`src/design/velocity_pi_duty_controller_top_macros.svh`:
```
// Assertion helpers shared by the controller RTL.
`ifndef VELOCITY_PI_DUTY_CONTROLLER_TOP_MACROS_SVH
`define VELOCITY_PI_DUTY_CONTROLLER_TOP_MACROS_SVH

// Same-cycle implication, checked outside reset.
`define VPDC_ASSERT_IMP(label, clk, rst_n, ante, cons, msg) \
	label: assert property (@(posedge clk) disable iff (!rst_n) (ante) |-> (cons)) \
		else $error(msg);

// Next-cycle implication, checked outside reset.
`define VPDC_ASSERT_NXT(label, clk, rst_n, ante, cons, msg) \
	label: assert property (@(posedge clk) disable iff (!rst_n) (ante) |=> (cons)) \
		else $error(msg);

`endif

```
`src/design/vpdc_pkg.sv`:
```
package vpdc_pkg;

	// Width of the speed, duty and register data fields.
	localparam int unsigned FIELD_W   = 16;
	localparam int unsigned CFG_IDX_W = 3;

	// Constant division by reciprocal multiplication.
	localparam int unsigned DEN_W       = 17;
	localparam int unsigned RECIP_W     = 27;
	localparam int unsigned RECIP_SHIFT = 33;
	localparam int unsigned DIV_T_W     = 33;
	localparam int unsigned SCALED_W    = 33;

	// Register reset values.
	localparam logic [FIELD_W-1:0] KP_RESET     = 16'd10000;
	localparam logic [FIELD_W-1:0] KI_RESET     = 16'd125;
	localparam logic [FIELD_W-1:0] LOWER_RESET  = 16'd500;
	localparam logic [FIELD_W-1:0] UPPER_RESET  = 16'd9000;
	localparam logic [FIELD_W-1:0] DEAD_RESET   = 16'd50;
	localparam logic [FIELD_W-1:0] FINE_RESET   = 16'd20;
	localparam logic [FIELD_W-1:0] COARSE_RESET = 16'd4000;

	typedef enum logic [CFG_IDX_W-1:0] {
		REG_CONTROL_MODE   = 3'd0,
		REG_KP_MILLI       = 3'd1,
		REG_KI_GAIN        = 3'd2,
		REG_LOWER_LIMIT    = 3'd3,
		REG_UPPER_LIMIT    = 3'd4,
		REG_INCR_DEAD_BAND = 3'd5,
		REG_FINE_BAND      = 3'd6,
		REG_COARSE_BAND    = 3'd7
	} reg_idx_t;

	typedef enum logic [1:0] {
		MODE_POS_PI = 2'd0,
		MODE_BAND_P = 2'd1,
		MODE_INC_PI = 2'd2,
		MODE_HOLD   = 2'd3
	} ctrl_mode_t;

	// Denominator of the unrounded duty.
	typedef enum logic [1:0] {
		DEN_1      = 2'd0,
		DEN_100    = 2'd1,
		DEN_1000   = 2'd2,
		DEN_100000 = 2'd3
	} den_t;

	// Shape of the duty expression chosen for one beat.
	typedef enum logic [2:0] {
		FORM_HOLD     = 3'd0,
		FORM_P_COARSE = 3'd1,
		FORM_P_FINE   = 3'd2,
		FORM_POS_PI   = 3'd3,
		FORM_INC_PI   = 3'd4
	} form_t;

	typedef struct packed {
		ctrl_mode_t         mode;
		logic [FIELD_W-1:0] kp_milli;
		logic [FIELD_W-1:0] ki_gain;
		logic [FIELD_W-1:0] lower_limit;
		logic [FIELD_W-1:0] upper_limit;
		logic [FIELD_W-1:0] incr_dead_band;
		logic [FIELD_W-1:0] fine_band;
		logic [FIELD_W-1:0] coarse_band;
	} cfg_t;

	function automatic logic [DEN_W-1:0] den_value(den_t d);
		logic [DEN_W-1:0] v;
		unique case (d)
			DEN_1:      v = 17'd1;
			DEN_100:    v = 17'd100;
			DEN_1000:   v = 17'd1000;
			DEN_100000: v = 17'd100000;
		endcase
		return v;
	endfunction

	// floor(2^33 / den); the unit-denominator path bypasses the multiplier.
	function automatic logic [RECIP_W-1:0] den_recip(den_t d);
		logic [RECIP_W-1:0] v;
		unique case (d)
			DEN_1:      v = '0;
			DEN_100:    v = 27'd85899345;
			DEN_1000:   v = 27'd8589934;
			DEN_100000: v = 27'd85899;
		endcase
		return v;
	endfunction

	// A 16-bit value times the denominator, as shifts and adds.
	function automatic logic [SCALED_W-1:0] scale_by_den(logic [FIELD_W-1:0] v, den_t d);
		logic [SCALED_W-1:0] x;
		logic [SCALED_W-1:0] r;
		x = SCALED_W'(v);
		unique case (d)
			DEN_1:      r = x;
			DEN_100:    r = (x << 6) + (x << 5) + (x << 2);
			DEN_1000:   r = (x << 10) - (x << 4) - (x << 3);
			DEN_100000: r = (x << 16) + (x << 15) + (x << 10) + (x << 9) + (x << 7)
				+ (x << 5);
		endcase
		return r;
	endfunction

endpackage

```
`src/design/vpdc_if.sv`:
```


// Register write channel.
interface vpdc_cfg_if import vpdc_pkg::*; ();
	logic                 valid;
	logic                 ready;
	logic [CFG_IDX_W-1:0] index;
	logic [FIELD_W-1:0]   data;

	modport source(output valid, output index, output data, input ready);
	modport sink(input valid, input index, input data, output ready);
endinterface

```
`src/design/vpdc_cfg_regs.sv`:
```
module vpdc_cfg_regs import vpdc_pkg::*; (
	input  logic        clk,
	input  logic        arst_n,
	vpdc_cfg_if.sink    cfg_wr,
	output cfg_t        cfg
);

	cfg_t cfg_q;

	// Writes are always taken.
	assign cfg_wr.ready = 1'b1;
	assign cfg        = cfg_q;

	// Register file with decoded write.
	always_ff @(posedge clk or negedge arst_n) begin
		if (!arst_n) begin
			cfg_q.mode           <= MODE_POS_PI;
			cfg_q.kp_milli       <= KP_RESET;
			cfg_q.ki_gain        <= KI_RESET;
			cfg_q.lower_limit    <= LOWER_RESET;
			cfg_q.upper_limit    <= UPPER_RESET;
			cfg_q.incr_dead_band <= DEAD_RESET;
			cfg_q.fine_band      <= FINE_RESET;
			cfg_q.coarse_band    <= COARSE_RESET;
		end else if (cfg_wr.valid) begin
			unique case (reg_idx_t'(cfg_wr.index))
				REG_CONTROL_MODE:   cfg_q.mode           <= ctrl_mode_t'(cfg_wr.data[1:0]);
				REG_KP_MILLI:       cfg_q.kp_milli       <= cfg_wr.data;
				REG_KI_GAIN:        cfg_q.ki_gain        <= cfg_wr.data;
				REG_LOWER_LIMIT:    cfg_q.lower_limit    <= cfg_wr.data;
				REG_UPPER_LIMIT:    cfg_q.upper_limit    <= cfg_wr.data;
				REG_INCR_DEAD_BAND: cfg_q.incr_dead_band <= cfg_wr.data;
				REG_FINE_BAND:      cfg_q.fine_band      <= cfg_wr.data;
				REG_COARSE_BAND:    cfg_q.coarse_band    <= cfg_wr.data;
			endcase
		end
	end

endmodule
```
`src/flat_wrapper.sv`:
```
// flat-port wrapper written by rule: the top's interface ports become plain ports
module vpdc_cfg_regs_flat import vpdc_pkg::*;
  (clk, arst_n, cfg, cfg_wr_valid, cfg_wr_index, cfg_wr_data, cfg_wr_ready);
  vpdc_cfg_if cfg_wr_i ();
  input  logic clk;
  input  logic arst_n;
  output cfg_t cfg;
  input wire logic [$bits(cfg_wr_i.valid)-1:0] cfg_wr_valid;
  input wire logic [$bits(cfg_wr_i.index)-1:0] cfg_wr_index;
  input wire logic [$bits(cfg_wr_i.data)-1:0] cfg_wr_data;
  output wire logic [$bits(cfg_wr_i.ready)-1:0] cfg_wr_ready;
  assign cfg_wr_i.valid = cfg_wr_valid;
  assign cfg_wr_i.index = cfg_wr_index;
  assign cfg_wr_i.data = cfg_wr_data;
  assign cfg_wr_ready = cfg_wr_i.ready;
  vpdc_cfg_regs u_core (.clk(clk), .arst_n(arst_n), .cfg_wr(cfg_wr_i), .cfg(cfg));
endmodule
```
`config.mk`:
```
export PLATFORM = sky130hd
export DESIGN_NAME = vpdc_cfg_regs_flat
export DESIGN_NICKNAME = d
export VERILOG_FILES = /design/src/design/velocity_pi_duty_controller_top_macros.svh /design/src/design/vpdc_pkg.sv /design/src/design/vpdc_if.sv /design/src/design/vpdc_cfg_regs.sv /design/src/flat_wrapper.sv
export SDC_FILE = /design/constraint.sdc
export NUM_CORES = 1
export LEC_CHECK = 0
export ABC_AREA = 1
export BUFFER_PORTS_ARGS = -buffer_cell sky130_fd_sc_hd__buf_4
export CAP_MARGIN = 0
export CELL_PAD_IN_SITES_DETAIL_PLACEMENT = 0
export CELL_PAD_IN_SITES_GLOBAL_PLACEMENT = 2
export CORE_ASPECT_RATIO = 1.25
export CORE_MARGIN = 3
export CORE_UTILIZATION = 30
export CTS_CLUSTER_SIZE = 8
export DETAILED_ROUTE_END_ITERATION = 7
export GPL_ROUTABILITY_DRIVEN = 1
export PLACE_DENSITY_LB_ADDON = 0.25
export SYNTH_ARGS = -nofsm -noshare
export SYNTH_HDL_FRONTEND = slang
export SYNTH_SLANG_ARGS = --single-unit
```
`constraint.sdc`:
```
create_clock -name clk -period 0.9 [get_ports clk]
set_input_delay 0.18 -clock clk [delete_from_list [all_inputs] [get_ports clk]]
set_output_delay 0.18 -clock clk [all_outputs]
set_load 0.02 [all_outputs]
```
==> impl_metrics.json <==
{
  "drive_gt1_frac": 0.404,
  "muxShareOfSynthArea": 0,
  "syn_inst": 508,
  "status": "complete, but fails checks",
  "insertion_delay_ns": 0.39,
  "antenna_cells": 0,
  "synth_compound_area_frac": 0,
  "clock.fmax_mhz": 801,
  "clockBufferDepth": 2,
  "ant_nets": 0,
  "die_x_microns": 116,
  "wl_microns": 14800,
  "synthTopCellsByArea": "dfrtp_1 45%, nand2_1 24%, dfstp_2 19%",
  "yosys_warnings": 0,
  "fin_ws_ns": -0.349,
  "fin_skew_ns": 0,
  "slowest_stage": "dfstp_2",
  "worst-path-max-fanout": 2,
  "yosysMostFrequentCell": "nand2_1",
  "grt_overflow_total": 0,
  "gp_congestion": 0.766,
  "yosysSeqAreaShare": 0.636,
  "largest_reg_flops": 114,
  "synth-adder-area-share": 0,
  "core_area_sq_um": 14700,
  "tns_ns": -27.43,
  "vdd_drop_max_uv": 1030,
  "power.density_cell_area_nw_per_um2": 2600,
  "root_buffer": "clkbuf_16",
  "synth-seq-cells": 114,
  "synth.top_cell.area_share": 0.445,
  "syn_to_final_growth_pct": 63.6,
  "fin_crit_sh": 1.39,
  "async_flop_share": 1.00,
  "syn_area_sq_um": 4550,
  "maxCapViolCount": 0,
  "drc": 0,
  "hold_start": "cfg_wr_data[2]",
  "firstDrtPassIters": 5,
  "die_h_microns": 144,
  "drv_slew": 0,
  "critPathArrivalTime_ns": 1.07,
  "htree_levels": 4,
  "synth_edf_count": 0,
  "syn_nets": 530,
  "leakagePower_nw": 3.96,
  "holdCritPathClass": "in2reg",
  "crit_chain": "buf_6",
  "fillers": 1415,
  "instances_no_fill": 910,
  "syn_area_per_cell_sq_um": 8.96,
  "cts.sinks": 114,
  "cts_tree": "yes",
  "synth_top_family_by_area": "simple AND/OR/NAND/NOR gates",
  "drtIter0Drc": 249,
  "dp.cells": 825,
  "routedWlPerCell_microns": 16.2,
  "ioPinCount": 137,
  "r2r_setup_slack_ns": 0.01,
  "critical_path_required_ns": 0.72,
  "synthSimpleGateAreaFrac": 0.330,
  "portBuffers": 135,
  "final_nets": 741,
  "cp-start-kind": "register",
  "cts.reportedPaths.clkPinSlew_ns": 0.05,
  "synth_top_cell_by_area": "dfrtp_1",
  "dieArea_sq_um": 16700,
  "ys_types": 16,
  "antenna_found_initial": 0,
  "r2r_cells": 4,
  "fp-row-count": 49,
  "grt_pass1_wl_microns": 22700,
  "critPathMaxStageDelay_ns": 0.55,
  "vias_per_cell": 4.52,
  "yosys.area_share.xor_xnor": 0,
  "grt_max_degree": 41,
  "hold_ws_ns": 0.0485,
  "hpwl_microns": 10100,
  "r2r_start": "u_core.cfg[43]",
  "cpLargestDelayFamily": "flip-flops",
  "hold_viol_final": 0,
  "synth_ff_type": "dfrtp_1",
  "failed_checks": "setup timing",
  "track_usage": 0.182,
  "initial_core_util": 0.311,
  "worst-path-buf-inv": 1,
  "grt_pass1_vias": 4050,
  "setup.worst_path.class": "reg2out",
  "cts-buffers-inserted": 17,
  "period_needed_ns": 1.25,
  "whs_path_depth": 3,
  "hold_end": "u_core.cfg[66]",
  "finalPower_mw": 19.3,
  "end_kind": "output port",
  "rsz0062_at_grt": "yes",
  "dp_slack_ns": -0.247,
  "setup_viol": 114,
  "reg2reg_to": "u_core.cfg[43]",
  "num_vias": 4111,
  "synthTopCellsByCount": "296 x nand2_1, 81 x dfrtp_1, 50 x nand3_1, 33 x dfstp_2, 18 x buf_2"
}
## metrics by stage
step / instance area (sq um) / util
floorplan: 4610 / -
global placement: 6030 / 0.411
detailed placement: 6030 / 0.411
CTS: 7290 / 0.498
global route: 7440 / 0.508
finish: 7440 / 0.508
## logic make-up (layout without fill, tap and decap cells)
logic type,Yosys count,after routing
other,1,1
buffers and inverters,30,254
AND/OR/NAND/NOR,363,363
flip-flops,114,114
## routing by layer
| layer | vias to the layer above | track usage | wire [microns] |
|---|---|---|---|
| met5 | - | 0 | 0 |
| met4 | 0 | 0.0458 | 123 |
| met3 | 7 | 0.0522 | 827 |
| met2 | 116 | 0.305 | 7420 |
| met1 | 2000 | 0.231 | 6370 |
| li1 | 1988 | - | - |
## cell type report
cell class                      count  area [sq um]  area share
Sequential cell                   114          2890       0.389
Inverter                            6          22.5     0.00303
Tap cell                          178           223      0.0299
Multi-Input combinational cell    364          1520       0.204
Timing Repair Buffer              216          2200       0.296
Clock buffer                       21           450      0.0605
Clock inverter                     11           136      0.0183
## layout by cell type (no fill, tap or decap), drive strengths merged
cell           n
buf          215
bufinv         3
clkbuf        21
clkinv         7
clkinvlp       1
conb           1
dfrtp         81
dfstp         33
dlygate4sd3    1
inv            6
nand2        305
nand3         50
nor2           8
## how the worst max path moves through the flow
stage                                from              end  slack, ns  cells past startpoint
after floorplan              cfg_wr_valid  u_core.cfg[101]      -0.03                      7
after detailed placement     cfg_wr_valid   u_core.cfg[96]      -0.25                      7
final                      u_core.cfg[83]          cfg[83]      -0.35                      1
after global placement    cfg_wr_index[2]   u_core.cfg[62]      -0.22                      6
after global routing       u_core.cfg[68]          cfg[68]      -0.39                      1
after CTS                  u_core.cfg[83]          cfg[83]      -0.37                      1
## where the power goes
| part | total (mW) | internal, mW | leakage [nW] | switching (mW) |
|---|---|---|---|---|
| clock | 6.71 | 4.40 | 0.290 | 2.31 |
| combinational | 5.56 | 2.87 | 2.31 | 2.68 |
| sequential | 7.09 | 6.31 | 1.36 | 0.780 |
| total | 19.3 | 13.6 | 3.96 | 5.77 |
## timing repair
item / 4_1_cts / 5_1_grt
setup endpoints to repair: 114 / 114
cloned: 0 / 0
hold buffers: 1 / 0
hold endpoints to repair: 83 / 0
resized for setup: 114 / 0
setup buffers: 32 / 20
Power figures use the tool's default switching activity.
